**config.mk**
```make
export PLATFORM = sky130hd
export DESIGN_NAME = wss_cell
export DESIGN_NICKNAME = d
export VERILOG_FILES = /design/src/rtl/wss_pkg.sv /design/src/rtl/wss_cell.sv
export SDC_FILE = /design/constraint.sdc
export NUM_CORES = 1
export LEC_CHECK = 0
export BUFFER_PORTS_ARGS = -buffer_cell sky130_fd_sc_hd__clkbuf_2
export CAP_MARGIN = 0
export CORE_AREA = 10 10 129 131
export DETAILED_ROUTE_END_ITERATION = 8
export DIE_AREA = 0 0 139 141
export PLACE_DENSITY = 0.89
export SKIP_CTS_REPAIR_TIMING = 1
export SLEW_MARGIN = 5
export SYNTH_ARGS = -nofsm -noshare
export SYNTH_HDL_FRONTEND = slang
export SYNTH_SLANG_ARGS = --single-unit
```
**constraint.sdc**
```tcl
create_clock -name clk -period 9.7 [get_ports clk]
set_input_delay 0 -clock clk [delete_from_list [all_inputs] [get_ports clk]]
set_output_delay 0 -clock clk [all_outputs]
set_load 0.01 [all_outputs]
```
**src/rtl/wss_pkg.sv**
```systemverilog
package wss_pkg;

    localparam int LAT_W     = 16;
    localparam int TIME_W    = 32;
    localparam int CNT_OUT_W = 5;
    localparam int CFG_W     = 32;
    localparam int CFG_IDX_W = 2;

    localparam logic [LAT_W-1:0]     RST_COOLDOWN  = 16'd0;
    localparam logic [TIME_W-1:0]    RST_MAX_AGE   = 32'd10000;
    localparam logic [CNT_OUT_W-1:0] RST_MAX_COUNT = 5'd15;
    localparam logic [LAT_W-1:0]     RST_DEFAULT   = 16'd100;

    typedef enum logic [CFG_IDX_W-1:0] {
        REG_COOLDOWN  = 2'd0,
        REG_MAX_AGE   = 2'd1,
        REG_MAX_COUNT = 2'd2,
        REG_DEFAULT   = 2'd3
    } cfg_reg_t;

    typedef enum logic {
        REQ_SAMPLE = 1'b0,
        REQ_CLEAR  = 1'b1
    } req_t;

    typedef struct packed {
        logic              push;
        logic              age_chk;
        logic              clr;
        logic [TIME_W-1:0] now;
        logic [TIME_W-1:0] max_age;
    } cell_ctrl_t;

endpackage

```
**src/rtl/wss_cell.sv**
```systemverilog
module wss_cell #(
    parameter int IDX   = 0,
    parameter int CNT_W = 5,
    parameter int SUM_W = 21
) (
    input  logic                        clk,
    input  logic                        rst_n,
    input  wss_pkg::cell_ctrl_t         ctrl,
    input  logic [CNT_W-1:0]            lim,
    input  logic                        prev_valid,
    input  logic [wss_pkg::TIME_W-1:0]  prev_time,
    input  logic [wss_pkg::LAT_W-1:0]   prev_lat,
    output logic                        valid,
    output logic [wss_pkg::TIME_W-1:0]  time_q,
    output logic [wss_pkg::LAT_W-1:0]   lat_q,
    input  logic [SUM_W-1:0]            prev_sum,
    input  logic [CNT_W-1:0]            prev_cnt,
    input  logic [wss_pkg::LAT_W-1:0]   prev_min,
    input  logic [wss_pkg::LAT_W-1:0]   prev_max,
    output logic [SUM_W-1:0]            acc_sum,
    output logic [CNT_W-1:0]            acc_cnt,
    output logic [wss_pkg::LAT_W-1:0]   acc_min,
    output logic [wss_pkg::LAT_W-1:0]   acc_max
);

    logic                       valid_reg, valid_next;
    logic [wss_pkg::TIME_W-1:0] time_reg, time_next;
    logic [wss_pkg::LAT_W-1:0]  lat_reg, lat_next;
    logic [SUM_W-1:0]           sum_reg, sum_next;
    logic [CNT_W-1:0]           cnt_reg, cnt_next;
    logic [wss_pkg::LAT_W-1:0]  min_reg, min_next;
    logic [wss_pkg::LAT_W-1:0]  max_reg, max_next;
    logic [wss_pkg::TIME_W-1:0] age;
    logic                       too_old;

    // age is clamped at zero for entries stamped later than now
    always_comb
    begin
        age     = (time_reg > ctrl.now) ? '0 : ctrl.now - time_reg;
        too_old = age > ctrl.max_age;
    end

    always_comb
    begin
        valid_next = valid_reg;
        time_next  = time_reg;
        lat_next   = lat_reg;
        if (ctrl.clr)
        begin
            valid_next = 1'b0;
        end
        else if (ctrl.push)
        begin
            // entries beyond the count limit fall off the end of the chain
            valid_next = prev_valid && (CNT_W'(IDX) < lim);
            time_next  = prev_time;
            lat_next   = prev_lat;
        end
        else if (ctrl.age_chk)
        begin
            valid_next = valid_reg && !too_old;
        end
    end

    // running statistics travel one cell per cycle
    always_comb
    begin
        sum_next = prev_sum + (valid_reg ? SUM_W'(lat_reg) : '0);
        cnt_next = prev_cnt + CNT_W'(valid_reg);
        min_next = (valid_reg && lat_reg < prev_min) ? lat_reg : prev_min;
        max_next = (valid_reg && lat_reg > prev_max) ? lat_reg : prev_max;
    end

    always_ff @(posedge clk or negedge rst_n)
    begin
        if (!rst_n)
        begin
            valid_reg <= 1'b0;
        end
        else
        begin
            valid_reg <= valid_next;
        end
    end

    always_ff @(posedge clk)
    begin
        time_reg <= time_next;
        lat_reg  <= lat_next;
        sum_reg  <= sum_next;
        cnt_reg  <= cnt_next;
        min_reg  <= min_next;
        max_reg  <= max_next;
    end

    assign valid   = valid_reg;
    assign time_q  = time_reg;
    assign lat_q   = lat_reg;
    assign acc_sum = sum_reg;
    assign acc_cnt = cnt_reg;
    assign acc_min = min_reg;
    assign acc_max = max_reg;

endmodule

```
* After elaboration in Yosys (flattened, before gate mapping)
Index checks and enable logic that the tools add are counted.
W data, S select, Z words.
** Operators by class
- Add/subtract/negate cells :: 3
- Magnitude comparators :: 5
- Muxes and demuxes :: 7
- Bitwise gates (word level) :: 1
- Reductions and logical operators :: 7
** Operators with widths (number)
- $gt A32 B32 Y1 :: 2
- $mux W16 :: 3
- $mux W32 :: 1
- $sub A32 B32 Y32 :: 1
- $add A21 B16 Y21 :: 1
- $gt A16 B16 Y1 :: 1
- $lt A16 B16 Y1 :: 1
- $add A5 B1 Y5 :: 1
- $lt A1 B5 Y1 const A :: 1
- $logic_and A1 B1 Y1 :: 4
- $mux W1 :: 3
- $reduce_bool A3 Y1 :: 1
- $reduce_and A2 Y1 :: 1
- $logic_not A1 Y1 :: 1
- $not A1 Y1 :: 1
** Word-level totals
- Bits in registers :: 107
- Input bits :: 181
- Output and inout bits :: 107
- Logic and storage cells :: 30

* Logic depth before layout (Yosys ltp)
- Word-level depth :: 8
- Mapped depth :: 23

* Worst setup path after synthesis
No wires, ideal clock.
- Path kind :: register to register
- From :: register time_reg, in the netlist time_q[0]
- To :: register valid_reg (netlist: valid)
- Library setup time :: 0.082 ns
- Arrival :: 3.971 ns
- Path slack :: 5.647 ns
- Stages on the path, launching flop included :: 23
- Path through :: edfxtp_1 -> ha_1 -> inv_1 -> fa_1 -> a211oi_2 -> o211ai_2 -> a41oi_2 -> a211o_1 -> a21oi_2 -> a21o_2 -> a211oi_4 -> buf_6 -> o21bai_1 -> a21oi_1 -> ha_1 -> nand4_1 -> nor4_1 -> nand3_1 -> o31ai_1 -> nand2_1 -> nor2_1 -> a31oi_1 -> o22ai_1
** Between the ends
- Cells in the longest elaborated chain, start to end :: 8
- Elaborated cells between the ends (all ways) :: 9
- Classes of those cells :: 1 x add/sub; 2 x order compare; 4 x mux; 2 x reduce/logical
** RTL lines
- from (decl) :: RTL line wss_cell.sv:27 : logic [wss_pkg::TIME_W-1:0] time_reg, time_next;
- from (signal assigned) :: RTL line wss_cell.sv:88 : time_reg <= time_next;
- $sub A32 B32 Y32 or $gt A32 B32 Y1 (tied branches) :: RTL line wss_cell.sv:39 : age = (time_reg > ctrl.now) ? '0 : ctrl.now - time_reg;
- $mux W32 (*) :: RTL line wss_cell.sv:39
- $gt A32 B32 Y1 (*) :: RTL line wss_cell.sv:40 : too_old = age > ctrl.max_age;
- $logic_not A1 Y1 (*) :: RTL line wss_cell.sv:61 : valid_next = valid_reg && !too_old;
- $logic_and A1 B1 Y1 (*) :: RTL line wss_cell.sv:61
- $mux W1 (*) :: RTL line wss_cell.sv:59 : else if (ctrl.age_chk)
- $mux W1 (*) :: RTL line wss_cell.sv:52 : else if (ctrl.push)
- $mux W1 (*) :: RTL line wss_cell.sv:48 : if (ctrl.clr)
- to (signal assigned) :: RTL line wss_cell.sv:82 : valid_reg <= valid_next;
- to (decl) :: RTL line wss_cell.sv:26 : logic valid_reg, valid_next;
Every way passes the cells marked *; elsewhere a longest branch is shown, timed or not. The select of a mux whose other input is x is not followed.
A chain may end at the register's enable or synchronous reset.

* Final worst setup path
Ends and elaborated chain as after synthesis.

==> run_results.csv <==
group,metric,value,unit
status,outcome,"finished clean",
sta,report.final.setup_viol,0,
finish,ratio_of_cells_with_drive_above_1_in_the_final_layout,0.304,
drt,avgViaCountPerCell,5.55,
finish,finish.net_count,1457,
critical_path,data_arrival_time_of_the_critical_path,5.46,ns
global_routing,grt_max_degree,49,
die,floorplan.die_area,19600,um2
power_and_ir_drop,worst_supply_voltage_drop_on_vdd,91.7,uV
finish,layout-area-overhead-vs-synth,39.4,%
synth,yosysMostFrequentCell,"ha_1",
sta,slew_violations,0,
synth,synthesis.area,7410,um2
synth,synthSimpleGateAreaFrac,0.124,
critical_path,worst_path_largest_cell_delay,0.56,ns
drt,met2_length,13600,um
place,dpl_wire_length,18600,um
synth,avg_inst_size_synth,9.60,um2
drt,wl_met1,9290,um
sta,endpoints_failing_hold,0,
synth,synth_warnings,0,
power_and_ir_drop,powerDensity,131,nW/um2
synth,synth_top_family_by_area,"adder cells",
critical_path,critPathCaptureType,"register",
sta,grt_setup_unrepaired,"no",
critical_path,timing.critical_path.slowest_stage_cell,"dlygate4sd3_1",
global_routing,tot_gr_track_use,0.217,
flow_run,cap_viol_max_count,0,
clocking,cts-root-buf,"clkbuf_16",
drt,topmost_layer_with_routed_signal_wires,"met4",
drt,detailedRoute.firstPassIterationCount,5,
critical_path,path_cells,"ha_1 > inv_1 > fa_1 > a211oi_2 > o211ai_2 > a41oi_2 > a211o_1 > a21oi_2 > a21o_2 > a211oi_4 > buf_4 > o21bai_1 > a21oi_1 > ha_1 > nand4_1 > nor4_1 > nand3_1 > o31ai_1 > nand2_1 > nor2_1 > a31oi_1 > o22ai_1 > dlygate4sd3_1",
die,boundaryPins,288,
clocking,clock_sink_total,107,
synth,ys_ff_latch,107,
synth,synth_top_cells_by_area,"edfxtp_1, ha_1, dfxtp_1, inv_1, mux2_2",
synth,ys_seq_area_frac,0.355,
sta,worst_pin_slew,1.07,ns
synth,synth_area_in_xor_xnor,0.0544,
global_routing,grt_antenna_before_repair,3,
sta,fmax,0.193,GHz
sta,timing.setup.tns,0,ns
drt,routed_wire_length_per_instance,19.9,um
synth,synth_edf_count,48,
clocking,worst_setup_hold_path_clk_slew,0.08,ns
synth,synth_compound_gate_area_share,0.159,
critical_path,worst-path-max-fanout,31,
sta,timing.final.crit_period,5.19,ns
clocking,cts-htree-levels,3,
synth,synth_async_reset_ratio,0.00935,
drt,ant_nets,0,
synth,synth_nets,1068,
synth,synth.area.mux_share,0.0500,
sta,layout_worst_path_cycle_share,0.535,
die,die_w,139,um
drt,route.vias.total,7512,
critical_path,worst_path_most_repeated_cell,"ha_1",
critical_path,timing.critical_path.required,9.98,ns
synth,synth_top_cells_by_count,"ha_1, inv_1, dfxtp_1",
finish,nFillCells,916,
drt,drt_first_iter_violations,557,
drt,finalWirelength,27000,um
power_and_ir_drop,power_leakage,5.30,nW
synth,synth_cell_types,64,
critical_path,setup.worst_path.class,"reg -> reg",
global_routing,number_of_global_route_vias_before_repair,7117,
synth,post_synth_inst_count,772,
synth,synth_adder_area_share,0.196,
clocking,clock_network_latency_to_the_later_pin_of_the_worst_skew_pair,0.35,ns
synth,synthDominantAreaCellType,"edfxtp_1",
clocking,clock_tree_from_tritoncts,"built",
synth,post_synth_top_area_share,0.195,
sta,holdWs,0.0169,ns
worst_hold_path,holdCritPathClass,"in -> reg",
global_routing,globalRoute.totalOverflow,0,
drt,met3WireLength,2950,um
die,starting_utilization_of_the_core_area,0.522,
critical_path,worstSetupStartpointType,"register",
finish,largest_reg_flops,32,
place,place_congestion,0.914,
place,place.port_buffers,287,
die,die_h,141,um
global_routing,grt_first_pass_wirelength,35000,um
clocking,clockBufferDepth,2,
synth,synth-main-ff-cell,"dfxtp_1",
clocking,cts_inserted_buffers,9,
die,placementRows,44,
drt,route.detailed.drc,0,
sta,slew_headroom,0.285,
die,design.core.area,14200,um2
sta,worst_clock_skew,0.0156,ns
==> kinds of logic after synthesis <==
logic type | Yosys count
adders and majority gates | 115
AOI/OAI and AO/OA | 175
buffers and inverters | 118
and+or+nand+nor | 178
xor gates and xnor gates | 46
muxes | 33
DFF | 107
==> worst max-delay path, delay by kind of cell (launching register included) <==
| kind | cells | cell delay, ns |
|---|---|---|
| AO/OA/AOI/OAI | 12 | 2.04 |
| adder cells (fa/ha/maj) | 3 | 0.92 |
| flip-flops | 1 | 0.35 |
| buffers and inverters | 3 | 0.93 |
| AND/OR/NAND/NOR | 5 | 0.86 |
==> final timing paths <==
kind | start | endpoint | depth (start not counted) | slack, ns
worst max-delay path | time_q[0]$_DFFE_PP_ | valid$_DFFE_PN0P_ | 23 | 4.51
worst min-delay path | prev_sum[15] | acc_sum[15]$_DFF_P_ | 3 | 0.02
worst max register to register | time_q[0]$_DFFE_PP_ | valid$_DFFE_PN0P_ | 23 | 4.51
worst min register to register | lat_q[0]$_DFFE_PP_ | acc_max[0]$_DFF_P_ | 1 | 0.67
max in group asynchronous | rst_n | valid$_DFFE_PN0P_ | 2 | 9.57
min in group asynchronous | rst_n | valid$_DFFE_PN0P_ | 2 | 0.04
==> area by class of cell <==
cell class                      count  area [um2]  area share
Multi-Input combinational cell    547        4330       0.420
Timing Repair Buffer              387        2430       0.235
Clock inverter                      6        62.6     0.00606
Antenna cell                        3        7.51    0.000727
Tap cell                          184         230      0.0223
Inverter                          109         409      0.0396
Clock buffer                       10         229      0.0222
Sequential cell                   107        2630       0.254
==> placed cells by master (no fill, tap or decap), types with 3 or more instances in the layout <==
cell type | Yosys | layout
a211o_1 | 3 | 3
nor3_1 | 9 | 9
xor2_1 | 20 | 20
ha_1 | 113 | 113
a21o_1 | 30 | 30
dlygate4sd3_1 | 0 | 97
and3_1 | 3 | 3
buf_4 | 0 | 3
and2_1 | 19 | 19
nor2_1 | 47 | 47
or2_2 | 3 | 3
diode_2 | 0 | 3
clkinv_4 | 0 | 4
o31a_1 | 3 | 3
nor4_1 | 3 | 3
dfxtp_1 | 58 | 58
nand4_1 | 18 | 18
inv_1 | 109 | 109
o21a_1 | 9 | 9
xnor2_1 | 26 | 26
clkbuf_16 | 0 | 9
a31oi_1 | 4 | 4
a21oi_1 | 54 | 54
o211ai_1 | 7 | 7
a211oi_1 | 4 | 4
edfxtp_1 | 48 | 48
clkbuf_2 | 0 | 287
o21ai_0 | 30 | 30
nor2b_1 | 17 | 16
nand3_1 | 13 | 13
nand2b_1 | 11 | 11
o21bai_1 | 5 | 5
mux2_2 | 32 | 32
nand2_1 | 27 | 27
==> through the flow <==
| stage | power [W] | utilization | instances | worst slack [ns] | cell area (um2) |
|---|---|---|---|---|---|
| 3_3_place_gp | 0.000936 | 0.638 | 1237 | 5.23 | 9060 |
| 6_report | 0.00135 | 0.727 | 1353 | 4.51 | 10300 |
| 4_1_cts | 0.00131 | 0.658 | 1253 | 5.04 | 9350 |
| 3_5_place_dp | 0.000951 | 0.638 | 1237 | 5.05 | 9060 |
| 5_1_grt | 0.00142 | 0.727 | 1351 | 4.11 | 10300 |
| 2_1_floorplan | 0.000803 | - | 772 | 5.65 | 7410 |
==> where the power goes <==
part           switching (W)  internal (W)
sequential         0.0000249      0.000512
combinational       0.000243      0.000214
clock               0.000179      0.000181
total               0.000447      0.000907
==> per-layer routing <==
metal,vias up,track usage
li1,3505,-
met2,472,0.397
met4,0,0.0730
met3,105,0.0833
met5,-,0
met1,3430,0.221
No activity file was read; power rests on OpenSTA's default activity.
