### src/rtl/wss_div.sv
module wss_div #(
    parameter int SUM_W = 21,
    parameter int CNT_W = 5
) (
    input  logic             clk,
    input  logic             rst_n,
    input  logic             start,
    input  logic [SUM_W-1:0] dividend,
    input  logic [CNT_W-1:0] divisor,
    output logic             done,
    output logic [SUM_W-1:0] quotient
);

    localparam int STEP_W = (SUM_W > 1) ? $clog2(SUM_W) : 1;

    logic              busy_reg;
    logic              done_reg;
    logic [STEP_W-1:0] step_reg;
    logic [CNT_W-1:0]  rem_reg;
    logic [SUM_W-1:0]  quo_reg;
    logic [CNT_W-1:0]  dsr_reg;
    logic [CNT_W:0]    shifted;
    logic [CNT_W:0]    diff;
    logic              fits;

    // restoring division, one quotient bit per cycle
    always_comb
    begin
        shifted = {rem_reg, quo_reg[SUM_W-1]};
        fits    = shifted >= {1'b0, dsr_reg};
        diff    = shifted - {1'b0, dsr_reg};
    end

    always_ff @(posedge clk or negedge rst_n)
    begin
        if (!rst_n)
        begin
            busy_reg <= 1'b0;
            done_reg <= 1'b0;
            step_reg <= '0;
            rem_reg  <= '0;
            quo_reg  <= '0;
            dsr_reg  <= '0;
        end
        else if (start)
        begin
            busy_reg <= 1'b1;
            done_reg <= 1'b0;
            step_reg <= '0;
            rem_reg  <= '0;
            quo_reg  <= dividend;
            dsr_reg  <= divisor;
        end
        else if (busy_reg)
        begin
            rem_reg  <= fits ? diff[CNT_W-1:0] : shifted[CNT_W-1:0];
            quo_reg  <= {quo_reg[SUM_W-2:0], fits};
            step_reg <= step_reg + 1'b1;
            if (step_reg == STEP_W'(SUM_W - 1))
            begin
                busy_reg <= 1'b0;
                done_reg <= 1'b1;
            end
        end
        else
        begin
            done_reg <= 1'b0;
        end
    end

    assign done     = done_reg;
    assign quotient = quo_reg;

endmodule

### config.mk
export PLATFORM = sky130hd
export DESIGN_NAME = wss_div
export DESIGN_NICKNAME = d
export VERILOG_FILES = /design/src/rtl/wss_div.sv
export SDC_FILE = /design/constraint.sdc
export NUM_CORES = 1
export LEC_CHECK = 0
export ABC_CLOCK_PERIOD_IN_PS = 2300
export BUFFER_PORTS_ARGS = -buffer_cell sky130_fd_sc_hd__buf_2
export CAP_MARGIN = 20
export CORE_UTILIZATION = 30
export CTS_CLUSTER_DIAMETER = 50
export CTS_CLUSTER_SIZE = 30
export DETAILED_ROUTE_END_ITERATION = 7
export PLACE_DENSITY = 0.52
export SLEW_MARGIN = 5
export SYNTH_ARGS = -nofsm -noshare
export SYNTH_HDL_FRONTEND = slang
export SYNTH_SLANG_ARGS = --single-unit
### constraint.sdc
create_clock -name clk -period 2.3 [get_ports clk]
set_input_delay 0.23 -clock clk [delete_from_list [all_inputs] [get_ports clk]]
set_output_delay 0.23 -clock clk [all_outputs]
set_load 0.02 [all_outputs]
Yosys cells after proc, flatten, opt, wreduce, memory -nomap -nowiden
Index checks and enable logic that the tools add are counted.
Widths: inputs -> output; s select.
Cells by class
  reductions and logical operators: 1
  equal/unequal tests: 2
  $lt $le $gt $ge: 1
  shift operators: 0
  multiplexer cells: 13
  divide/modulo/power cells: 0
  $add $sub $neg: 2
  bitwise operators: 0
  multiply operators: 0
Operator list (count)
  $mux 21: 2
  $mux 5: 5
  $ge 6x5->1: 1
  $mux 1: 6
  $add 5x1->5 const B: 1
  $eq 5x5->1 const B: 1
  $sub 5x5->5: 1
  $ne 3x2->1 const B: 1
  $reduce_bool 2->1: 1
Word-level totals
  register bits: 38
  bits of input ports: 29
  output and inout port bits: 22
  word-level logic and storage cells: 25
  bits in latches: 0
  memories: 0
  memory bits (read-only): 0
  memory bits (writable): 0

Longest topological paths before layout
Gate-level depths: netlist of the first run.
  word-level depth: 4
  mapped depth: 7

Least setup slack after synthesis of the first run
Ideal clock, no wire load.
  kind: register to register
  from: register quo_reg[20] (netlist: quotient[20])
  to: register rem_reg[0]
  setup time: 96 ps
  path buffers: 0
  path slack: 430 ps
  period minus slack after synthesis: 1870 ps
  required time: 2204 ps
  cell stages (with the launch flop): 7
  data arrival time: 1774 ps
  cell sequence: dfrtp_1 inv_1 ha_1 fa_1 a21o_1 a21o_1 a311oi_2
On the way
  longest elaborated chain between the ends: 4
Ends and longest elaborated chain
  from (decl): line 20  | logic [SUM_W-1:0] quo_reg;
  from (signal assigned): line 51  | quo_reg <= dividend;
  from (signal assigned): line 57  | quo_reg <= {quo_reg[SUM_W-2:0], fits};
  $sub 5x5->5 / $ge 6x5->1 (equally long branches): line 31, 30
  $mux 5 (*): line 56  | rem_reg <= fits ? diff[CNT_W-1:0] : shifted[CNT_W-1:0];
  $mux 5 (*): line 54  | else if (busy_reg)
  $mux 5 (*): line 45  | else if (start)
  to (signal assigned): line 56
  to (decl): line 19  | logic [CNT_W-1:0] rem_reg;
Every way passes the cells marked *; elsewhere a longest branch is shown, timed or not. The select of a mux whose other input is x is not followed.
A chain may end at the register's enable or synchronous reset.

Worst setup path after layout of the first run
  from: register quo_reg[20] (netlist: quotient[20])
  to: register rem_reg[1]
The elaborated chain is that of the path after synthesis.

==> results of run 1 <==
[metal layers]
layer	track usage	vias up	wire (um)
met5	0	-	0
met4	0.05172	0	62
met3	0.03407	7	223
met2	0.1967	44	1750
met1	0.1669	677	1932
li1	-	765	-
[worst max-delay path: stages, from the launching register on]
cell	delay [ns]
dfrtp_1	0.40
inv_1	0.06
ha_1	0.21
fa_1	0.44
a21o_1	0.27
a21o_1	0.20
a311oi_2	0.22
[final cells by class]
| class | instances | area share |
|---|---|---|
| clock buffers | 6 | 0.03414 |
| well taps | 75 | 0.03880 |
| repair buffers | 55 | 0.1200 |
| multi-input cells | 134 | 0.3745 |
| clock inverters | 2 | 0.02483 |
| flip-flops and latches | 38 | 0.3937 |
| inverters | 9 | 0.01397 |
[cells by family after synthesis]
group                    Yosys count  share of synthesized area
buffers and inverters             21                    0.04688
AO/OA/AOI/OAI                     45                     0.1484
adder cells (fa/ha/maj)            8                    0.05523
XOR/XNOR                           7                    0.03147
flip-flops                        38                     0.4881
multiplexers                      22                     0.1137
AND/OR/NAND/NOR                   52                     0.1163
[metrics by stage]
| stage | total power (W) | hold slack [ns] | cell area, um2 | setup slack [ns] |
|---|---|---|---|---|
| global placement | 0.001492 | 0.2086 | 2266 | 0.4778 |
| CTS | 0.002213 | 0.1316 | 2419 | 0.4006 |
| floorplan | 0.001351 | -0.06559 | 1948 | 0.4299 |
| global route | 0.002321 | 0.1490 | 2419 | 0.3099 |
| detailed placement | 0.001501 | 0.2117 | 2266 | 0.4233 |
| finish | 0.002177 | 0.1411 | 2419 | 0.4130 |
[final timing paths]
kind	from	endpoint	slack [ns]	cells after the start
max	quotient[20]	rem_reg[1]	0.41	6
min in group asynchronous	rst_n	quotient[15]	0.41	2
min	divisor[4]	dsr_reg[4]	0.14	3
max reg2reg	quotient[20]	rem_reg[1]	0.41	6
min reg2reg	done	done	0.53	2
max in group asynchronous	rst_n	rem_reg[0]	1.26	3
[what timing repair did]
item,4_1_cts,5_1_grt
hold buffers,1,0
endpoints found under the hold margin,19,0
resized for setup,0,0
[placed cells by master (no fill, tap or decap)]
cell type / netlist / layout
o21ai_0: 29 / 29
a41oi_1: 2 / 2
a211oi_2: 1 / 1
inv_1: 9 / 9
nor2b_1: 1 / 1
bufinv_16: 0 / 2
dfrtp_2: 0 / 1
nand2b_1: 1 / 1
and2_1: 1 / 1
fa_1: 1 / 1
xnor2_1: 4 / 4
a21boi_0: 1 / 1
nor2_1: 11 / 11
clkbuf_8: 0 / 6
dfrtp_1: 38 / 37
nand4b_1: 1 / 1
dlygate4sd3_1: 0 / 1
nand3_1: 5 / 5
ha_1: 7 / 7
nand4_1: 2 / 2
mux2_2: 1 / 1
buf_2: 4 / 50
mux2i_1: 21 / 21
a311oi_2: 3 / 3
nand2_1: 28 / 28
xor2_1: 3 / 3
a21oi_1: 3 / 3
nor3b_1: 2 / 2
a311oi_1: 1 / 1
buf_4: 0 / 4
a21o_1: 5 / 5
[power groups by stage]
stage	logic [W]	clock network, W	registers [W]
after detailed placement	0.000648	0	0.000853
after global routing	0.000720	0.000746	0.000854
after global placement	0.000639	0	0.000853
after floorplan	0.000469	0	0.000882
final	0.000638	0.000697	0.000842
after CTS	0.000648	0.000723	0.000842
==> results_dict.tcl, run 1 <==
set metrics [dict create \
    wl_um 3968 \
    internal_power_w 0.001507 \
    clkPwrFrac 0.320 \
    synth_nets 230 \
    wire_per_inst_um 12.44 \
    cp.required_ns 2.50 \
    synth.area.top_cells "dfrtp_1, mux2i_1, o21ai_0" \
    die_w_um 82.59 \
    drive_gt1_frac 0.2787 \
    irDropWorstVdd_uv 435.7 \
    syn_to_final_growth_pct 24.15 \
    synthArstFlopShare 1.000 \
    post-route-util 0.3968 \
    max_slew_margin 0.5872 \
    antenna_left 0 \
    seq_area_um2 952.2 \
    slew_violations 0 \
    dp_cells 310 \
    root_buffer "clkbuf_8" \
    tns_ns 0 \
    cts_max_level 2 \
    place_congestion 0.7474 \
    synth-seq-area-share 0.4881 \
    synth_edf_count 0 \
    coreArea_um2 6096 \
    path_max_fanout 8 \
    cp-end-kind "flop" \
    critPathLaunchType "flop" \
    setup_viol 0 \
    synth_top_area_frac 0.4881 \
    grt_pass1_wl_um 6486 \
    fillers 638 \
    grt_usage 0.1268 \
    clk_latency_ns 0.29 \
    dr.pass1.iters 4 \
    worst_clock_skew_ns 0.006621 \
    pwr-share-seq 0.387 \
    min_path_type "in2reg" \
    avgSynthCellArea_um2 10.09 \
    io_pins 51 \
    cts_buffer_depth 2 \
    clkSlewWorstSetupHoldPaths_ns 0.07 \
    finalHoldViolCount 0 \
    vias 1493 \
    min_period_over_period 0.8204 \
    tightestPinTransition_ns 0.6192 \
    yosys-top-cells-count "dfrtp_1, o21ai_0, nand2_1" \
    n_antenna_cell 0 \
    post_cts_buffers 0 \
    synth_cells 193 \
    dp_hpwl_um 2863 \
    synth.most_common_cell "dfrtp_1" \
    fmax_mhz 530.0 \
    cts_buffers 5 \
    largest_reg_flops 21 \
    placementRows 28 \
    yosysWarnings 0 \
    combPwrFrac 0.293 \
    yosysTopAreaCell "dfrtp_1" \
    synth.cell_area_um2 1948 \
    dieHeight_um 82.59 \
    power.density_nw_per_um2 900.1 \
    outcome "completed" \
    dieArea_um2 6820 \
    io_buffers 50 \
    antenna_found_initial 0 \
    start_util 0.3196 \
    cts.sinks 38 \
    ys_ff_latch 38 \
    path_class "reg2reg" \
    multi_input_area_um2 905.9 \
    grt_pass1_vias 1415 \
    fin_cells 319 \
    arrival_ns 2.09 \
    fin_nets 280 \
    vias_per_cell 4.680 \
    grt_overflow_total 0 \
    rsz0062_at_grt "no" \
    p_leak_nw 1.287 \
    synth_cell_types 29 \
    synthFlopType "dfrtp_1" \
    switching_share 0.3076 \
    power.switching_w 0.0006695 \
    drt_iter0_drc 50 \
    period_minus_slack_ns 1.887 \
    remaining_drc_errors 0 \
    cts_tree "done" \
    grt_max_degree 29 \
    maxCapViolations 0 \
]
Note: power is estimated with default switching activity, not from simulation.
==> run 2: changes to the inputs <==
--- a/config.mk
+++ b/config.mk
@@ -5,14 +5,14 @@
 export SDC_FILE = /design/constraint.sdc
 export NUM_CORES = 1
 export LEC_CHECK = 0
-export ABC_CLOCK_PERIOD_IN_PS = 2300
+export ABC_CLOCK_PERIOD_IN_PS = 1600
 export BUFFER_PORTS_ARGS = -buffer_cell sky130_fd_sc_hd__buf_2
 export CAP_MARGIN = 20
 export CORE_UTILIZATION = 30
 export CTS_CLUSTER_DIAMETER = 50
 export CTS_CLUSTER_SIZE = 30
 export DETAILED_ROUTE_END_ITERATION = 7
-export PLACE_DENSITY = 0.52
+export PLACE_DENSITY = 0.54
 export SLEW_MARGIN = 5
 export SYNTH_ARGS = -nofsm -noshare
 export SYNTH_HDL_FRONTEND = slang
==> constraint.sdc (replaced) <==
create_clock -name clk -period 1.6 [get_ports clk]
set_input_delay 0.16 -clock clk [delete_from_list [all_inputs] [get_ports clk]]
set_output_delay 0.16 -clock clk [all_outputs]
set_load 0.02 [all_outputs]
==> run 2 against run 1 <==
  * The run now ends with negative setup slack left
  * Utilization up 2.8 points
  * Global-route usage is 0.45 points higher
  * Setup slack lost 0.48 ns
  * Combinational power rose by 110%
  * Critical endpoint unchanged
  * Largest cell class is now multi-input gates
  * Highest routed layer unchanged
==> results_dict.tcl, run 2 (synthesis results as in run 1) <==
set metrics [dict create \
    layout_commonest_cell "buf_2" \
    path_max_fanout 8 \
    min_period_over_period 1.044 \
    dp_hpwl_um 2841 \
    r2r_start "dsr_reg[0]" \
    largest_reg_flops 21 \
    period_minus_slack_ns 1.671 \
    coreArea_um2 6096 \
    place_congestion 0.7540 \
    vias 1552 \
    path_cells "ha_4 -> fa_2 -> a21o_4 -> a21o_1 -> a311oi_2" \
    fmax_mhz 598.6 \
    drt_iter0_drc 56 \
    max_slew_margin 0.8076 \
    grt_overflow_total 0 \
    cts_max_level 2 \
    cts.sinks 38 \
    ff2ff_path_depth 5 \
    p_leak_nw 1.352 \
    dp_cells 322 \
    clk_latency_ns 0.29 \
    slowest_stage "dfrtp_1" \
    tightestPinTransition_ns 0.2855 \
    dr.pass1.iters 4 \
    worst_slack_ns -0.07063 \
    cp_num_cells 5 \
    maxCapViolations 0 \
    drive_gt1_frac 0.3721 \
    endpoint "rem_reg[1]" \
    critPathLaunchType "flop" \
    grt_pass1_wl_um 6596 \
    cts_buffers 5 \
    clkPwrFrac 0.212 \
    die_w_um 82.59 \
    finalHoldViolCount 0 \
    setup_viol 5 \
    path_buf_inv 0 \
    post-route-util 0.4249 \
    n_antenna_cell 0 \
    rsz0062_at_grt "yes" \
    cts_tree "done" \
    internal_power_w 0.002139 \
    r2r_setup_slack_ns -0.07 \
    vias_per_cell 4.661 \
    violations "negative setup slack" \
    grt_max_degree 39 \
    root_buffer "clkbuf_8" \
    clkSlewWorstSetupHoldPaths_ns 0.07 \
    slowest_delay_ns 0.41 \
    path_class "reg2reg" \
    antenna_found_initial 0 \
    cts_buffer_depth 2 \
    slew_violations 0 \
    start_util 0.3196 \
    placementRows 28 \
    crit_path_start "dsr_reg[0]" \
    cp-end-kind "flop" \
    layout_common_cells "buf_2, dfrtp_1, nand2_1, o21ai_0, mux2i_1" \
    fillers 623 \
    io_buffers 50 \
    wire_per_inst_um 12.36 \
    fin_nets 294 \
    critical_path.top_delay_family "compound AO/OA/AOI/OAI gates" \
    arrival_ns 1.87 \
    dieArea_um2 6820 \
    grt_usage 0.1313 \
    outcome "finished, violations left" \
    grt_pass1_vias 1393 \
    wl_um 4115 \
    dieHeight_um 82.59 \
    power.switching_w 0.001100 \
    fin_cells 333 \
    irDropWorstVdd_uv 664.9 \
    tns_ns -0.2639 \
    remaining_drc_errors 0 \
    syn_to_final_growth_pct 32.95 \
    combPwrFrac 0.412 \
    cp.required_ns 1.80 \
    switching_share 0.3395 \
    worst_clock_skew_ns 0.004263 \
    pwr-share-seq 0.377 \
    io_pins 51 \
    min_path_type "in2reg" \
    worst_r2r_endpoint "rem_reg[1]" \
    antenna_left 0 \
    power.density_nw_per_um2 1251 \
]
[run 2: cell types whose count changed in the layout (fill, tap and decap cells not counted), moves of 3 or more]
cell     change
buf_4       +11
o21ai_1      +4
ha_1         -3
ha_4         +3
o21ai_0      -4
[run 2: metal layers]
| layer | part of all wire | track usage | wire length (um) | vias up |
|---|---|---|---|---|
| met5 | 0 | 0 | 0 | - |
| met4 | 0.021 | 0.06207 | 85 | 0 |
| met3 | 0.042 | 0.02637 | 174 | 6 |
| met2 | 0.46 | 0.2041 | 1880 | 39 |
| met1 | 0.48 | 0.1748 | 1976 | 716 |
| li1 | - | - | - | 791 |
[run 2: worst min-delay path, cell delays in order]
cell and delay [ns]:
buf_2 0.07, nand2_1 0.04, o21ai_0 0.05
[run 2: power by group through the flow]
stage	clock network [W]	registers (W)	logic, W
after floorplan	0	0.00128	0.000719
after global placement	0	0.00123	0.00112
after detailed placement	0	0.00123	0.00113
after CTS	0.000725	0.00122	0.00121
after global routing	0.000762	0.00124	0.00147
final	0.000686	0.00122	0.00133
[run 2: per-stage QoR]
step | cell area (um2) | total power (W) | hold slack [ns] | worst slack, ns
floorplan | 1981 | 0.001996 | -0.1356 | -0.1390
global placement | 2414 | 0.002345 | 0.1446 | -0.1021
detailed placement | 2414 | 0.002359 | 0.1459 | -0.1297
global route | 2590 | 0.003471 | 0.05753 | -0.1135
CTS | 2547 | 0.003150 | 0.05980 | -0.07733
finish | 2590 | 0.003239 | 0.07054 | -0.07063
[run 2: worst min-delay path by stage]
stage	startpoint	to	slack [ns]	cells past startpoint
after floorplan	rst_n	busy_reg	-0.14	0
after global placement	rst_n	dsr_reg[4]	0.14	2
after detailed placement	rst_n	dsr_reg[3]	0.15	2
after CTS	dividend[0]	quotient[0]	0.06	2
after global routing	dividend[0]	quotient[0]	0.06	2
final	divisor[2]	dsr_reg[2]	0.07	3
[run 2: timing repair]
| item | 4_1_cts | 5_1_grt |
|---|---|---|
| pin swaps | 1 | 5 |
| hold buffers | 1 | 0 |
| setup buffers | 0 | 2 |
| gates resized for setup | 7 | 7 |
| cloned | 0 | 0 |
| hold endpoints to repair | 38 | 0 |
| endpoints found under the setup margin | 6 | 6 |
[run 2: cell type report]
cell class,count,area [um2],share of cell area
clock buffer,6,82.58,0.03188
clock inverter,2,12.51,0.004831
inverter,9,33.78,0.01304
multi-input combinational,134,989.7,0.3821
sequential,38,953.4,0.3681
tap,75,93.84,0.03623
timing repair buffer,69,424.2,0.1638
==> run 3: changes to the inputs <==
--- a/config.mk
+++ b/config.mk
@@ -5,14 +5,15 @@
 export SDC_FILE = /design/constraint.sdc
 export NUM_CORES = 1
 export LEC_CHECK = 0
+export ABC_AREA = 1
 export ABC_CLOCK_PERIOD_IN_PS = 1600
 export BUFFER_PORTS_ARGS = -buffer_cell sky130_fd_sc_hd__buf_2
 export CAP_MARGIN = 20
-export CORE_UTILIZATION = 30
+export CORE_UTILIZATION = 40
 export CTS_CLUSTER_DIAMETER = 50
 export CTS_CLUSTER_SIZE = 30
 export DETAILED_ROUTE_END_ITERATION = 7
-export PLACE_DENSITY = 0.54
+export PLACE_DENSITY = 0.67
 export SLEW_MARGIN = 5
 export SYNTH_ARGS = -nofsm -noshare
 export SYNTH_HDL_FRONTEND = slang
==> run 3 against run 2 <==
  * The run still ends with negative setup slack left
  * Critical path depth increased by 4
  * Utilization is 10 points higher
  * Die area down 21%
  * Area after synthesis increased by 5.3%
==> results_dict.tcl, run 3 <==
set metrics [dict create \
    antenna_found_initial 0 \
    dp_cells 338 \
    post-route-util 0.5288 \
    dieArea_um2 5417 \
    worst_clock_skew_ns 0.008983 \
    setup_viol 1 \
    slowest_stage "dfrtp_1" \
    arrival_ns 1.82 \
    wire_per_inst_um 12.77 \
    r2r_start "dsr_reg[0]" \
    max_slew_margin 0.7651 \
    cp.required_ns 1.80 \
    rsz0062_at_grt "yes" \
    largest_reg_flops 21 \
    power.density_nw_per_um2 1270 \
    placementRows 25 \
    drive_gt1_frac 0.3440 \
    fin_cells 349 \
    synth_cells 226 \
    synth.cell_area_um2 2051 \
    synth.most_common_cell "nand2_1" \
    clk_latency_ns 0.30 \
    min_period_over_period 1.012 \
    fin_nets 318 \
    layout_commonest_cell "nand2_1" \
    syn_to_final_growth_pct 24.22 \
    grt_overflow_total 0 \
    cp-end-kind "flop" \
    min_path_type "in2reg" \
    grt_pass1_vias 1582 \
    slew_violations 0 \
    period_minus_slack_ns 1.618 \
    synth.area.top_cells "dfrtp_1, nand2_1, o211ai_2" \
    remaining_drc_errors 0 \
    vias 1685 \
    synth_top_area_frac 0.4637 \
    io_pins 51 \
    violations "negative setup slack" \
    vias_per_cell 4.828 \
    path_max_fanout 3 \
    drt_iter0_drc 81 \
    grt_usage 0.1814 \
    cts_buffer_depth 2 \
    cts.sinks 38 \
    maxCapViolations 0 \
    critPathLaunchType "flop" \
    coreArea_um2 4817 \
    root_buffer "clkbuf_8" \
    place_congestion 0.8924 \
    path_class "reg2reg" \
    irDropWorstVdd_uv 579.1 \
    cts_max_level 2 \
    avgSynthCellArea_um2 9.074 \
    synth_cell_types 32 \
    yosys-top-cells-count "nand2_1, dfrtp_1, inv_1" \
    synth-seq-area-share 0.4637 \
    tightestPinTransition_ns 0.3518 \
    antenna_left 0 \
    outcome "finished, violations left" \
    start_util 0.4257 \
    io_buffers 50 \
    ys_ff_latch 38 \
    yosysWarnings 0 \
    worst_slack_ns -0.01847 \
    cts_tree "done" \
    p_leak_nw 1.316 \
    synth_edf_count 0 \
    path_cells "ha_4 -> fa_2 -> nand3b_1 -> nand2_1 -> nand2_1 -> nand2_1 -> nand2_1 -> nand3_2 -> nand2_1" \
    dieHeight_um 73.60 \
    path_buf_inv 0 \
    synthArstFlopShare 1.000 \
    synth_nets 263 \
    critical_path.top_delay_family "adder cells" \
    n_antenna_cell 0 \
    yosysTopAreaCell "dfrtp_1" \
    min_from "divisor[0]" \
    dp_hpwl_um 3126 \
    slowest_delay_ns 0.41 \
    dr.pass1.iters 4 \
    grt_pass1_wl_um 7141 \
    die_w_um 73.60 \
    wl_um 4455 \
    synthFlopType "dfrtp_1" \
    path_common_cell "nand2_1" \
    finalHoldViolCount 0 \
    layout_common_cells "nand2_1, buf_2, dfrtp_1, inv_1, nand3_1" \
    pre_cts_slack_ns 0.02828 \
    cts_buffers 5 \
    crit_path_start "dsr_reg[0]" \
    grt_max_degree 39 \
    fmax_mhz 617.9 \
    clkSlewWorstSetupHoldPaths_ns 0.08 \
]
-- run 3: final timing paths --
| check | end | slack [ns] | cells after the start |
|---|---|---|---|
| setup / recovery | rem_reg[4] | -0.02 | 9 |
| hold / removal | dsr_reg[0] | 0.06 | 3 |
| setup reg to reg | rem_reg[4] | -0.02 | 9 |
| hold reg to reg | done | 0.52 | 2 |
| max in group asynchronous | quotient[20] | 1.04 | 3 |
| min in group asynchronous | rem_reg[4] | 0.36 | 3 |
-- run 3: final cells by class --
class / instances / area (um2)
clock buffers: 6 / 82.58
clock inverters: 2 / 60.06
fillers: 474 / 2270
inverters: 31 / 123.9
multi-input cells: 149 / 934.6
flip-flops and latches: 38 / 952.2
well taps: 67 / 83.83
repair buffers: 56 / 310.3
-- run 3: worst register-to-register path, cell delays in order, from the launching register on --
cell and delay (ns):
dfrtp_1 0.41, ha_4 0.18, fa_2 0.41, nand3b_1 0.18
nand2_1 0.07, nand2_1 0.04, nand2_1 0.07, nand2_1 0.06
nand3_2 0.05, nand2_1 0.05
-- run 3: metal layers --
layer	share of wire	vias up	track usage	wire (um)
li1	-	841	-	-
met1	0.46	794	0.2291	2060
met2	0.47	45	0.2895	2096
met3	0.053	5	0.06173	238
met4	0.013	0	0.06410	59
met5	0	-	0	0
-- run 3: cell families (layout without fill, tap and decap cells) --
group	after synthesis	count (layout)	synth area share
adder cells (fa/ha/maj)	8	8	0.05247
XOR/XNOR	1	1	0.004272
flip-flops	38	38	0.4637
AND/OR/NAND/NOR	111	111	0.2520
buffers and inverters	39	95	0.09152
AO/OA/AOI/OAI	29	29	0.1361
-- run 3: where the power goes --
group	internal, W	switching, W
Clock	0.000665	0.000366
Combinational	0.000397	0.000620
Sequential	0.00109	0.000101
Total	0.00215	0.00109
-- run 3: timing repair --
| item | CTS | global route |
|---|---|---|
| pin swaps | 0 | 4 |
| endpoints found under the setup margin | 1 | 5 |
| hold buffers | 1 | 0 |
| buffers inserted | 0 | 2 |
| resized for setup | 1 | 2 |
| endpoints found under the hold margin | 38 | 0 |
-- run 3: metrics by stage --
stage / total power (W) / hold WS, ns / setup TNS [ns] / instance area, um2
after CTS: 0.003233 / 0.05525 / -0.001386 / 2525
final: 0.003235 / 0.05686 / -0.01847 / 2547
after floorplan: 0.001931 / -0.1356 / 0 / 2067
after detailed placement: 0.002190 / 0.1411 / 0 / 2370
after global placement: 0.002178 / 0.1477 / 0 / 2370
after global routing: 0.003415 / 0.06085 / -0.3879 / 2547
